File: src/assert_macros.svh
// Assertion macros for the RTL file that checks its own behavior.
`ifndef ASSERT_MACROS_SVH
`define ASSERT_MACROS_SVH

// The consequent must hold in the same cycle as the antecedent.
`define ASSERT_IMPL(label, ante, cons) \
  label: assert property (@(posedge clk) disable iff (!rst_n) (ante) |-> (cons)) \
    else $error("assertion failed");

// The consequent must hold in the cycle after the antecedent.
`define ASSERT_NEXT(label, ante, cons) \
  label: assert property (@(posedge clk) disable iff (!rst_n) (ante) |=> (cons)) \
    else $error("assertion failed");

`endif

File: src/sts_pkg.sv
// Shared types and constants for the song tone sequencer.
package sts_pkg;

  localparam int TPS_W  = 14;
  localparam int POS_W  = 16;
  localparam int VAL_W  = 16;
  localparam int NOTE_W = 5;
  localparam int PROD_W = VAL_W + TPS_W;
  localparam int CNT_W  = 21;
  localparam int CMP_W  = CNT_W + 10;

  localparam logic [TPS_W-1:0] TPS_RESET = 14'd18;
  localparam logic [VAL_W-1:0] VALUE_MAX = 16'hFFFF;
  localparam logic [9:0]       MS_PER_S  = 10'd1000;

  localparam logic [1:0] KIND_START    = 2'd0;
  localparam logic [1:0] KIND_BYTE     = 2'd1;
  localparam logic [1:0] KIND_TICK     = 2'd2;
  localparam logic [1:0] KIND_SUPPRESS = 2'd3;

  localparam logic [1:0] PH_IDLE  = 2'd0;
  localparam logic [1:0] PH_FETCH = 2'd1;
  localparam logic [1:0] PH_TONE  = 2'd2;

  localparam logic [7:0] CH_NUL   = 8'h00;
  localparam logic [7:0] CH_DASH  = 8'h2D;
  localparam logic [7:0] CH_COMMA = 8'h2C;
  localparam logic [7:0] CH_ZERO  = 8'h30;
  localparam logic [7:0] CH_NINE  = 8'h39;

  localparam logic ADDR_TPS = 1'b0;

  typedef struct packed {
    logic              tone_on;
    logic [NOTE_W-1:0] note_index;
    logic              need_byte;
    logic [POS_W-1:0]  fetch_position;
    logic              song_active;
    logic              was_on;
  } res_t;

endpackage

File: src/sts_core.sv
// Sequencer state and its registered update for one accepted request.
module sts_core
  import sts_pkg::*;
#(
  parameter int SONG_BYTES = 65536,
  parameter int NOTE_COUNT = 28
) (
  input  logic             clk,
  input  logic             rst_n,
  input  logic             take,
  input  logic [1:0]       kind,
  input  logic [7:0]       song_byte,
  input  logic [TPS_W-1:0] tps,
  output res_t             res
);

  logic [1:0]        phase_r, phase_nxt;
  logic              song_r, song_nxt;
  logic [POS_W-1:0]  pos_r, pos_nxt;
  logic [VAL_W-1:0]  val_r, val_nxt;
  logic              seen_r, seen_nxt;
  logic [NOTE_W-1:0] note_r, note_nxt;
  logic [CNT_W-1:0]  cnt_r, cnt_nxt;
  logic [PROD_W-1:0] prod_r, prod_nxt;
  logic              was;

  logic [POS_W-1:0]  pos_inc;
  logic [VAL_W+3:0]  val_acc;
  logic [CNT_W-1:0]  cnt_inc;
  logic [CMP_W-1:0]  cnt_ms;
  logic [PROD_W-1:0] prod_new;

  assign pos_inc  = (pos_r == POS_W'(SONG_BYTES - 1)) ? '0 : pos_r + 1'b1;
  assign val_acc  = {4'd0, val_r} * 20'd10 + 20'(song_byte - CH_ZERO);
  assign cnt_inc  = cnt_r + 1'b1;
  assign cnt_ms   = {10'd0, cnt_inc} * {21'd0, MS_PER_S};
  assign prod_new = {{TPS_W{1'b0}}, val_r} * {{VAL_W{1'b0}}, tps};

  always_comb begin
    phase_nxt = phase_r;
    song_nxt  = song_r;
    pos_nxt   = pos_r;
    val_nxt   = val_r;
    seen_nxt  = seen_r;
    note_nxt  = note_r;
    cnt_nxt   = cnt_r;
    prod_nxt  = prod_r;
    was       = 1'b0;
    unique case (kind)
      KIND_START: begin
        if (phase_r == PH_IDLE) begin
          pos_nxt   = '0;
          song_nxt  = 1'b1;
          phase_nxt = PH_FETCH;
          val_nxt   = '0;
          seen_nxt  = 1'b0;
          note_nxt  = '0;
        end
      end
      KIND_BYTE: begin
        if (phase_r == PH_FETCH) begin
          if (song_byte == CH_NUL) begin
            if (!seen_r) begin
              phase_nxt = PH_IDLE;
              song_nxt  = 1'b0;
              pos_nxt   = '0;
              val_nxt   = '0;
              note_nxt  = '0;
              cnt_nxt   = '0;
              prod_nxt  = '0;
            end else begin
              prod_nxt  = prod_new;
              cnt_nxt   = '0;
              val_nxt   = '0;
              phase_nxt = PH_TONE;
            end
          end else begin
            seen_nxt = 1'b1;
            pos_nxt  = pos_inc;
            if (song_byte >= CH_ZERO && song_byte <= CH_NINE) begin
              val_nxt = (val_acc > {4'd0, VALUE_MAX}) ? VALUE_MAX : val_acc[VAL_W-1:0];
            end else if (song_byte == CH_DASH) begin
              note_nxt = (val_r < VAL_W'(NOTE_COUNT)) ? val_r[NOTE_W-1:0] : '0;
              val_nxt  = '0;
            end else if (song_byte == CH_COMMA) begin
              prod_nxt  = prod_new;
              cnt_nxt   = '0;
              val_nxt   = '0;
              phase_nxt = PH_TONE;
            end
          end
        end
      end
      KIND_TICK: begin
        if (phase_r == PH_TONE) begin
          if (cnt_ms >= {1'b0, prod_r}) begin
            cnt_nxt = '0;
            if (song_r) begin
              phase_nxt = PH_FETCH;
              val_nxt   = '0;
              seen_nxt  = 1'b0;
              note_nxt  = '0;
            end else begin
              phase_nxt = PH_IDLE;
              pos_nxt   = '0;
              val_nxt   = '0;
              seen_nxt  = 1'b0;
              note_nxt  = '0;
              prod_nxt  = '0;
            end
          end else begin
            cnt_nxt = cnt_inc;
          end
        end
      end
      KIND_SUPPRESS: begin
        was       = (phase_r == PH_TONE);
        phase_nxt = PH_IDLE;
        song_nxt  = 1'b0;
        pos_nxt   = '0;
        val_nxt   = '0;
        seen_nxt  = 1'b0;
        note_nxt  = '0;
        cnt_nxt   = '0;
        prod_nxt  = '0;
      end
    endcase
  end

  always_ff @(posedge clk) begin
    if (!rst_n) begin
      phase_r <= PH_IDLE;
      song_r  <= 1'b0;
      pos_r   <= '0;
      val_r   <= '0;
      seen_r  <= 1'b0;
      note_r  <= '0;
      cnt_r   <= '0;
      prod_r  <= '0;
    end else if (take) begin
      phase_r <= phase_nxt;
      song_r  <= song_nxt;
      pos_r   <= pos_nxt;
      val_r   <= val_nxt;
      seen_r  <= seen_nxt;
      note_r  <= note_nxt;
      cnt_r   <= cnt_nxt;
      prod_r  <= prod_nxt;
    end
  end

  always_comb begin
    res.tone_on        = (phase_nxt == PH_TONE);
    res.note_index     = (phase_nxt == PH_TONE) ? note_nxt : '0;
    res.need_byte      = (phase_nxt == PH_FETCH);
    res.fetch_position = pos_nxt;
    res.song_active    = song_nxt;
    res.was_on         = was;
  end

endmodule

File: src/sts_obuf.sv
// Two-entry result buffer: an output register backed by a skid register.
module sts_obuf
  import sts_pkg::*;
(
  input  logic clk,
  input  logic rst_n,
  input  logic push,
  input  res_t push_data,
  output logic can_push,
  output logic head_valid,
  input  logic pop_ready,
  output res_t head_data,
  output logic skid_valid
);

  logic hv_r, hv_nxt;
  logic sv_r, sv_nxt;
  res_t head_r, head_nxt;
  res_t skid_r, skid_nxt;
  logic pop;

  assign pop        = hv_r && pop_ready;
  assign can_push   = !sv_r;
  assign head_valid = hv_r;
  assign head_data  = head_r;
  assign skid_valid = sv_r;

  always_comb begin
    hv_nxt   = hv_r;
    sv_nxt   = sv_r;
    head_nxt = head_r;
    skid_nxt = skid_r;
    if (pop) begin
      if (sv_r) begin
        head_nxt = skid_r;
        sv_nxt   = 1'b0;
      end else if (push) begin
        head_nxt = push_data;
      end else begin
        hv_nxt = 1'b0;
      end
    end else if (push) begin
      if (!hv_r) begin
        head_nxt = push_data;
        hv_nxt   = 1'b1;
      end else begin
        skid_nxt = push_data;
        sv_nxt   = 1'b1;
      end
    end
  end

  always_ff @(posedge clk) begin
    if (!rst_n) begin
      hv_r <= 1'b0;
      sv_r <= 1'b0;
    end else begin
      hv_r <= hv_nxt;
      sv_r <= sv_nxt;
    end
  end

  always_ff @(posedge clk) begin
    head_r <= head_nxt;
    skid_r <= skid_nxt;
  end

endmodule

File: src/song_tone_sequencer.sv
// Each accepted result is registered into the output register, or the skid register if one waits.
// One request per cycle while the skid register is empty; the state update is a single registered pass.
// A two-entry result buffer keeps requests flowing while a result waits to be taken.
// Reset is synchronous and active low: idle, position 0, tick rate 18.
// Top level of the song tone sequencer with its configuration port.
module song_tone_sequencer
  import sts_pkg::*;
#(
  parameter int SONG_BYTES = 65536,
  parameter int NOTE_COUNT = 28
) (
  input  logic              clk,
  input  logic              rst_n,
  input  logic              in_valid,
  output logic              in_ready,
  input  logic [1:0]        in_kind,
  input  logic [7:0]        in_song_byte,
  output logic              out_valid,
  input  logic              out_ready,
  output logic              out_tone_on,
  output logic [NOTE_W-1:0] out_note_index,
  output logic              out_need_byte,
  output logic [POS_W-1:0]  out_fetch_position,
  output logic              out_song_active,
  output logic              out_was_on,
  input  logic              psel,
  input  logic              penable,
  input  logic              pwrite,
  input  logic              paddr,
  input  logic [31:0]       pwdata,
  output logic [31:0]       prdata,
  output logic              pready
);

`include "assert_macros.svh"

  logic [TPS_W-1:0] tps_r;
  logic             take;
  logic             skid_valid;
  res_t             res;
  res_t             head;

  assign pready = 1'b1;
  assign prdata = (paddr == ADDR_TPS) ? {{(32 - TPS_W){1'b0}}, tps_r} : '0;

  always_ff @(posedge clk) begin
    if (!rst_n) begin
      tps_r <= TPS_RESET;
    end else if (psel && penable && pwrite && pready && paddr == ADDR_TPS) begin
      tps_r <= pwdata[TPS_W-1:0];
    end
  end

  assign take = in_valid && in_ready;

  sts_core #(
    .SONG_BYTES(SONG_BYTES),
    .NOTE_COUNT(NOTE_COUNT)
  ) u_core (
    .clk      (clk),
    .rst_n    (rst_n),
    .take     (take),
    .kind     (in_kind),
    .song_byte(in_song_byte),
    .tps      (tps_r),
    .res      (res)
  );

  sts_obuf u_obuf (
    .clk       (clk),
    .rst_n     (rst_n),
    .push      (take),
    .push_data (res),
    .can_push  (in_ready),
    .head_valid(out_valid),
    .pop_ready (out_ready),
    .head_data (head),
    .skid_valid(skid_valid)
  );

  assign out_tone_on        = head.tone_on;
  assign out_note_index     = head.note_index;
  assign out_need_byte      = head.need_byte;
  assign out_fetch_position = head.fetch_position;
  assign out_song_active    = head.song_active;
  assign out_was_on         = head.was_on;

  `ASSERT_IMPL(a_skid_has_head, skid_valid, out_valid)
  `ASSERT_NEXT(a_take_fills, take, out_valid)
  `ASSERT_IMPL(a_tone_in_song, out_valid && (out_tone_on || out_need_byte), out_song_active)
  `ASSERT_IMPL(a_one_phase, out_valid, !(out_tone_on && out_need_byte))

endmodule

File: config.mk
export PLATFORM = sky130hd
export DESIGN_NAME = song_tone_sequencer
export DESIGN_NICKNAME = d
export VERILOG_FILES = /design/src/sts_pkg.sv /design/src/sts_core.sv /design/src/sts_obuf.sv /design/src/song_tone_sequencer.sv
export VERILOG_INCLUDE_DIRS = /design/src /design/src/src
export SDC_FILE = /design/constraint.sdc
export NUM_CORES = 1
export LEC_CHECK = 0
export BUFFER_PORTS_ARGS = -buffer_cell sky130_fd_sc_hd__buf_2
export CORE_MARGIN = 2
export CORE_UTILIZATION = 45
export CTS_CLUSTER_SIZE = 14
export DETAILED_ROUTE_END_ITERATION = 16
export HOLD_SLACK_MARGIN = 0.02
export PLACE_DENSITY = 0.64
export SLEW_MARGIN = 20
export SYNTH_ARGS = -nofsm -noshare
export SYNTH_HDL_FRONTEND = slang
export SYNTH_SLANG_ARGS = --single-unit
File: constraint.sdc
create_clock -name clk -period 7.67 [get_ports clk]
set_clock_uncertainty 0.05 [all_clocks]
set_input_delay 1.534 -clock clk [delete_from_list [all_inputs] [get_ports clk]]
set_output_delay 1.534 -clock clk [all_outputs]
set_load 0.005 [all_outputs]
# Word level (Yosys, flattened, before mapping)

Cells that the tools add are included.
Widths: inputs -> output; s select.

Reductions and logical operators: 22
Multiply operators: 3
Muxes and demuxes: 81
Equality and inequality tests: 23
Add/sub/neg operators: 4
Shift-type cells: 0
$lt $le $gt $ge: 5
Bitwise logic cells: 3
Div/mod/pow operators: 0

Operator list:

| operator              | count |
|---|---|
| $mux 16               | 17 |
| $mux 30               | 9 |
| $mux 21               | 7 |
| $pmux 16 s4           | 2 |
| $mux 25               | 5 |
| $pmux 30 s3           | 1 |
| $pmux 21 s3           | 1 |
| $mux 5                | 10 |
| $ge 31x30->1          | 1 |
| $mul 16x14->30        | 1 |
| $mul 21x7->28 const B | 1 |
| $add 21x1->21 const B | 1 |
| $add 20x20->20        | 1 |
| $gt 20x16->1 const B  | 1 |
| $pmux 5 s4            | 1 |
| $mul 16x3->19 const B | 1 |
| $mux 2                | 9 |
| $add 16x1->16 const B | 1 |
| $eq 16x16->1 const B  | 1 |
| $eq 8x6->1 const B    | 2 |
| $lt 16x5->1 const B   | 1 |
| $mux 1                | 15 |
| $mux 14               | 1 |
| $reduce_and 6->1      | 2 |
| 25 further kinds      | 49 |

Input port bits: 50
Bits in registers: 158
Memories: 0
Bits in read-only memories: 0
Memory bits (writable): 0
Bits in latches: 0
Logic and storage cells: 164

# Depth between registers and ports, before layout

Gate-level depths: netlist of the first run.

Depth in word-level cells: 12
Depth in mapped cells: 37

# Modules after synthesis

Synthesis of the first run repeated with hierarchy kept, for this count alone.

Cells, all modules: 2,246
Area, all modules: 20,339.5 um^2

Modules (own cells, without submodules):

| module              | sequential area each (um^2) | cells an instance | area each (um^2) | instances |
|---|---|---|---|---|
| sts_core            | 1,841.8                     | 2,056             | 17,483.0         | 1 |
| sts_obuf            | 1,541.5                     | 91                | 2,009.4          | 1 |
| song_tone_sequencer | 280.3                       | 99                | 847.1            | 1 |

# Least setup slack after synthesis of the first run

No wires, ideal clock.

Kind: reg-to-reg
From: reg u_core.cnt_r[1]
To: reg u_obuf.head_r, in the netlist u_obuf.head_data[9] (data pin)
Required time: 7.468 ns
Arrival: 8.093 ns
Setup slack: -0.625 ns
Cell stages (with the launch flop): 36
Path buffers: 3
Cell sequence: dfxtp_1 > ha_1 > nand3_1 > nor2_1 > and3_1 > and3_1 > buf_2 > nand3_1 > or2_2 > xor2_1 > inv_1 > ha_1 > inv_1 > fa_1 > fa_1 > fa_1 > inv_1 > ha_1 > a21o_1 > a21o_1 > a22o_1 > a311oi_4 > o21bai_1 > a21oi_1 > o211ai_1 > a21oi_1 > xnor2_1 > ha_1 > a21o_1 > a221oi_2 > o21ai_4 > a311oi_4 > buf_6 > buf_12 > nand2_2 > a31oi_2

RTL lines:

| element                  | RTL line        | text |
|---|---|---|
| start: declaration       | sts_core.sv:23  | `logic [CNT_W-1:0] cnt_r, cnt_nxt;` |
| start signal: assignment | sts_core.sv:147 | `cnt_r <= cnt_nxt;` |
| end signal: assignment   | sts_obuf.sv:64  | `head_r <= head_nxt;` |
| end: declaration         | sts_obuf.sv:18  | `res_t head_r, head_nxt;` |

==> flow_metrics.tcl, run 1 <==
set metrics [dict create \
    drive_gt1_share_pct 16.9 \
    setup_viol_count_final 25 \
    area_delta_synth_final_pct 16.8 \
    fp.dieH_um 219 \
    ant_nets 0 \
    cap_violations 0 \
    h-tree-depth 4 \
    yosys_warnings 0 \
    grt_max_degree 88 \
    ioPinCount 110 \
    crit_top_cell "fa_1" \
    antenna_found_initial 0 \
    intPower_mw 1.42 \
    async_reset_ff_share_pct 0 \
    yosys.cell_types.count 84 \
    setup_slack_ps -53.8 \
    dieArea_mm2 0.0478 \
    netlist_top_cells_area "fa_1 22%, ha_1 14%, dfxtp_1 10%" \
    antennaDiodeCount 0 \
    via_per_inst 5.39 \
    critPathBufInv 3 \
    maxSlewViolCount 0 \
    io_buffers 72 \
    start_util_pct 45.6 \
    die_w_um 219 \
    violations "setup timing" \
    drc_errors 0 \
    track_usage_pct 21.9 \
    hold_viol 0 \
    dr.pass1.iters 5 \
    cp_top_family "adder cells" \
    grt_pass1_vias 17800 \
    placementRows 78 \
    grt_remaining_overflow 0 \
    ir_worst_vdd_v 0.000214 \
    synth_edf_count 50 \
    avgRoutedWirePerCell_um 15.7 \
    fin_total_pwr_mw 1.98 \
    insertion_delay_ps 460 \
    endpoint_kind "flop" \
    dp_hpwl_um 38900 \
    clockRootBuffer "clkbuf_16" \
    rsz0062_at_grt "yes" \
    cts_hold_buf 0 \
    drtIter0Drc 1012 \
    slew_headroom_pct 10.7 \
    cts_sinks 158 \
    yosysTopAreaCellShare_pct 22.5 \
    utilization_pct 53.3 \
    synth.top_cells.by_count "339 x inv_1, 314 x nand2_1, 233 x fa_1" \
    slowest_delay_ps 600 \
    via_count 17300 \
    swShare_pct 28.6 \
    ys_seq_area_share_pct 17.7 \
    powerDensity_mw_per_mm2 81.8 \
    wl_um 50600 \
    syn_area_mm2 0.0207 \
    cts_tree "done" \
    grt_pass1_wl_um 86300 \
    yosysTopAreaCell "fa_1" \
    critPathMaxFanout 13 \
    synth_seq_cells 158 \
    min_path_type "flop to flop" \
    gp_congestion 0.867 \
    nNetsFinal 3113 \
    synth.avg_cell_area_um2 8.53 \
    clockBufferDepth 2 \
    status "complete, but fails checks" \
    sequentialPowerShare_pct 45.1 \
    core_area_mm2 0.0455 \
    critPathArrivalTime_ps 7880 \
    yosysMostFrequentCell "inv_1" \
    pwr-share-comb_pct 10.3 \
    pwr-share-clk_pct 44.6 \
    syn_inst 2431 \
    tightest_slew_ps 1340 \
    post-route-period-util_pct 101 \
    synthFlopType "dfxtp_1" \
    start_kind "flop" \
    p_sw_mw 0.567 \
    power.leakage_nw 11.6 \
    cts_made_buffers 17 \
    post-route-min-period_ps 7720 \
    required_ps 7830 \
    fmax_mhz 129 \
    slowest_stage "fa_1" \
    clkTransAtPathRegs_ps 70 \
    critPathKind "flop to flop" \
]
==> flip-flops by register name, summed over array words and instances, names as in the netlist <==
signal and cells:
tps_r 14, u_core.cnt_r 21, u_core.note_r 5, u_core.phase_r 2
u_core.pos_r 16, u_core.prod_r 30, u_core.seen_r 1, u_core.song_r 1
u_core.val_r 16, u_obuf.head_data 25, u_obuf.head_valid 1, u_obuf.skid_r 25
u_obuf.skid_valid 1
==> power groups by stage <==
stage	sequential (mW)	combinational, mW	clock, mW
finish	0.894	0.204	0.885
global route	0.896	0.223	0.930
floorplan	0.906	0.123	0
detailed placement	0.913	0.179	0
global placement	0.912	0.175	0
CTS	0.894	0.184	0.896
==> worst paths after layout <==
path / startpoint / to / slack [ps] / cells past startpoint
min reg2reg: u_core.prod_r[6] / u_core.prod_r[6] / 410 / 2
max reg2reg: u_core.cnt_r[1] / u_obuf.head_data[7] / -50 / 28
min: u_core.prod_r[6] / u_core.prod_r[6] / 410 / 2
max: u_core.cnt_r[1] / u_obuf.head_data[7] / -50 / 28
==> through the flow <==
stage | instances | area (µm²) | setup TNS (ps) | hold slack (ps) | setup slack (ps)
after floorplan | 2448 | 20900 | 0 | 392 | 49.9
after global placement | 3154 | 22700 | -13250 | 401 | -310
after CTS | 3195 | 23600 | -1570 | 424 | -94.1
final | 3212 | 24200 | -418 | 412 | -53.8
after detailed placement | 3154 | 22700 | -23770 | 416 | -454
after global routing | 3212 | 24200 | -28390 | 440 | -338
==> final cells by class <==
cell class                 count  area [µm²]
fill                        4261       21200
multi-input combinational   1832       16000
inverter                     341        1280
tap                          600         751
clock inverter                15         195
clock buffer                  17         425
timing repair buffer         249        1860
sequential                   158        3680
==> worst reg2reg max path, delay by kind of cell (launching register included) <==
| family | cells | cell delay [ps] |
|---|---|---|
| xor gates and xnor gates | 2 | 470 |
| DFF | 1 | 370 |
| buffers and inverters | 3 | 400 |
| AOI/OAI and AO/OA | 8 | 1450 |
| adders and majority gates | 6 | 2660 |
| muxes | 1 | 250 |
| and+or+nand+nor | 8 | 1800 |
==> placed cells by master, fill, tap and decap left out, drive strengths merged, types with 21 or more instances in the layout <==
cell type	n
edfxtp	50
o21ai	129
nor2b	21
xnor2	66
inv	346
nor3	35
a21o	35
ha	231
a21oi	178
fa	233
nand3	51
and2	94
and3	21
buf	248
xor2	40
nor2	117
dfxtp	108
nand2	317
==> routing by layer <==
metal / part of all wire [%] / GRT usage (%) / vias up / wire, µm
met4: 1.3 / 4.95 / 0 / 664
li1: - / - / 8379 / -
met5: 0 / 0 / - / 0
met2: 49 / 37.7 / 395 / 24700
met1: 46 / 29.6 / 8473 / 23300
met3: 3.7 / 2.45 / 60 / 1880
==> cells by family (layout without fill, tap and decap cells) <==
family,Yosys count,in the layout,share of synthesized area (%)
xor gates and xnor gates,106,106,4.48
buffers and inverters,458,622,8.78
muxes,15,15,0.790
and+or+nand+nor,743,743,17.0
DFF,158,158,17.7
AOI/OAI and AO/OA,485,485,14.8
adders and majority gates,464,464,36.4
other,2,19,0.0362
==> timing repair <==
item,4_1_cts,5_1_grt
pin swaps,37,88
gates resized for setup,54,153
setup buffers,8,15
setup endpoints to repair,128,137
gates cloned,1,2
Power figures use the tool's default switching activity.
==> run 2, diff against run 1 <==
Settings changed: CTS_CLUSTER_DIAMETER set to 30, SETUP_SLACK_MARGIN set to 0.05.
==> flow_metrics.tcl, run 2 (same netlist as run 1, synthesis figures left out) <==
set metrics [dict create \
    r2r-start "u_core.cnt_r[1]" \
    wl_met3_um 1970 \
    met2_length_um 25400 \
    crit_top_cell "fa_1" \
    drtIter0Drc 831 \
    design_area_mm2 0.0243 \
    highest_layer "met5" \
    hold_viol 0 \
    start_kind "flop" \
    hold_depth 2 \
    antennaDiodeCount 0 \
    mostFrequentLayoutCell "inv_1" \
    largest_reg_flops 30 \
    io_buffers 72 \
    min_path_type "flop to flop" \
    fin_cells 3186 \
    power.leakage_nw 11.5 \
    critPathMaxFanout 8 \
    post-route-period-util_pct 101 \
    area_delta_synth_final_pct 17.2 \
    r2r_cells 31 \
    wl_um 51500 \
    layout_common_cells "327 x inv_1, 308 x nand2_1, 231 x fa_1, 221 x ha_1, 163 x a21oi_1" \
    hold_path_end "u_core.prod_r[1]" \
    pwr-share-clk_pct 44.7 \
    grt_remaining_overflow 0 \
    swShare_pct 27.9 \
    place_area_mm2 0.0224 \
    intPower_mw 1.45 \
    critPathArrivalTime_ps 8010 \
    core_area_mm2 0.0455 \
    start_util_pct 45.6 \
    p_sw_mw 0.560 \
    utilization_pct 53.4 \
    cap_violations 0 \
    slew_headroom_pct 25.9 \
    violations "setup timing" \
    via_count 17200 \
    antenna_found_initial 1 \
    ant_nets 0 \
    worstReg2RegEnd "u_core.val_r[0]" \
    ioPinCount 110 \
    track_usage_pct 22.1 \
    fp.dieH_um 219 \
    h-tree-depth 4 \
    r2r_slack_ps -40 \
    dp_hpwl_um 39100 \
    fin_total_pwr_mw 2.01 \
    cts_hold_buf 0 \
    regMostFlops "u_core.prod_r" \
    grt_pass1_wl_um 86400 \
    dieArea_mm2 0.0478 \
    drive_gt1_share_pct 16.7 \
    sequentialPowerShare_pct 44.5 \
    post-route-min-period_ps 7710 \
    tightest_slew_ps 1110 \
    insertion_delay_ps 470 \
    slowest_stage "fa_1" \
    setup_slack_ps -43.3 \
    place_inst 3109 \
    die_w_um 219 \
    slowest_delay_ps 600 \
    placementRows 78 \
    cts_sinks 158 \
    avgRoutedWirePerCell_um 16.2 \
    powerDensity_mw_per_mm2 82.6 \
    grt_max_degree 89 \
    cts_made_buffers 17 \
    finalSetupTns_ps -43.3 \
    fmax_mhz 130 \
    clkTransAtPathRegs_ps 80 \
    clockBufferDepth 2 \
    fillCellCount 4182 \
    maxSlewViolCount 0 \
    grt_pass1_vias 17600 \
    via_per_inst 5.41 \
    pwr-share-comb_pct 10.8 \
    endpoint_kind "flop" \
    drc_errors 0 \
    wl_met1_um 23300 \
    status "complete, but fails checks" \
    gp_congestion 0.859 \
    worstHoldStart "u_core.prod_r[1]" \
    required_ps 7960 \
    critPathKind "flop to flop" \
    dr.pass1.iters 6 \
    rsz0062_at_grt "yes" \
    ir_worst_vdd_v 0.000190 \
    nNetsFinal 3087 \
    setup_viol_count_final 1 \
    cts_tree "done" \
    clockRootBuffer "clkbuf_16" \
]
-- run 2: changes by cell type in the layout (fill, tap and decap cells not counted), sizes merged --
cell	before	now
buf	248	218
bufinv	1	2
clkbuf	18	23
clkinv	7	4
clkinvlp	2	1
inv	346	348
-- run 2: routing by layer --
metal / vias up / GRT usage, %
met2: 351 / 38.0
met1: 8512 / 29.7
li1: 8311 / -
met3: 63 / 2.81
met4: 2 / 5.07
met5: - / 0
-- run 2: cell type report --
cell class                      count  area, µm²  area share [%]
Timing Repair Buffer              223       1790            7.35
Multi-Input combinational cell   1832      16200            66.7
Sequential cell                   158       3670            15.1
Tap cell                          600        751            3.09
Inverter                          341       1280            5.27
Clock inverter                     14        174           0.716
Clock buffer                       18        429            1.77
-- run 2: worst max-delay path, delay by kind of cell (launching register included) --
family                     cells  cell delay, ps
and+or+nand+nor                6            1060
AOI/OAI and AO/OA             12            2310
xor gates and xnor gates       2             480
buffers and inverters          5             690
DFF                            1             380
adders and majority gates      6            2610
-- run 2: worst max path at each step --
| stage | from | endpoint | slack, ps | cells after the start |
|---|---|---|---|---|
| 3_5_place_dp | u_core.cnt_r[0] | u_core.cnt_r[5] | -100 | 34 |
| 3_3_place_gp | u_core.cnt_r[0] | u_obuf.head_data[22] | -0.07 | 31 |
| 5_1_grt | u_core.cnt_r[1] | u_core.val_r[0] | -320 | 32 |
| 6_report | u_core.cnt_r[1] | u_core.val_r[0] | -40 | 31 |
| 4_1_cts | u_core.cnt_r[0] | u_core.val_r[0] | -80 | 34 |
| 2_1_floorplan | u_core.cnt_r[0] | u_obuf.head_data[9] | 80 | 33 |
-- run 2: metrics by stage --
step,hold WS [ps],worst slack (ps)
finish,427,-43.3
global route,452,-318
CTS,417,-75.3
detailed placement,409,-105
global placement,402,-0.0737
floorplan,392,75.6
-- run 2: timing repair --
action / in CTS / in global routing
pin swaps: 49 / 103
gates cloned: 6 / 5
setup buffers: 20 / 20
endpoints found under the setup margin: 117 / 137
gates resized for setup: 65 / 160
-- run 2: power groups by stage --
stage	clock, mW	combinational [mW]	sequential, mW
6_report	0.898	0.217	0.893
5_1_grt	0.946	0.237	0.895
4_1_cts	0.914	0.208	0.893
3_5_place_dp	0	0.183	0.912
3_3_place_gp	0	0.179	0.912
2_1_floorplan	0	0.123	0.906
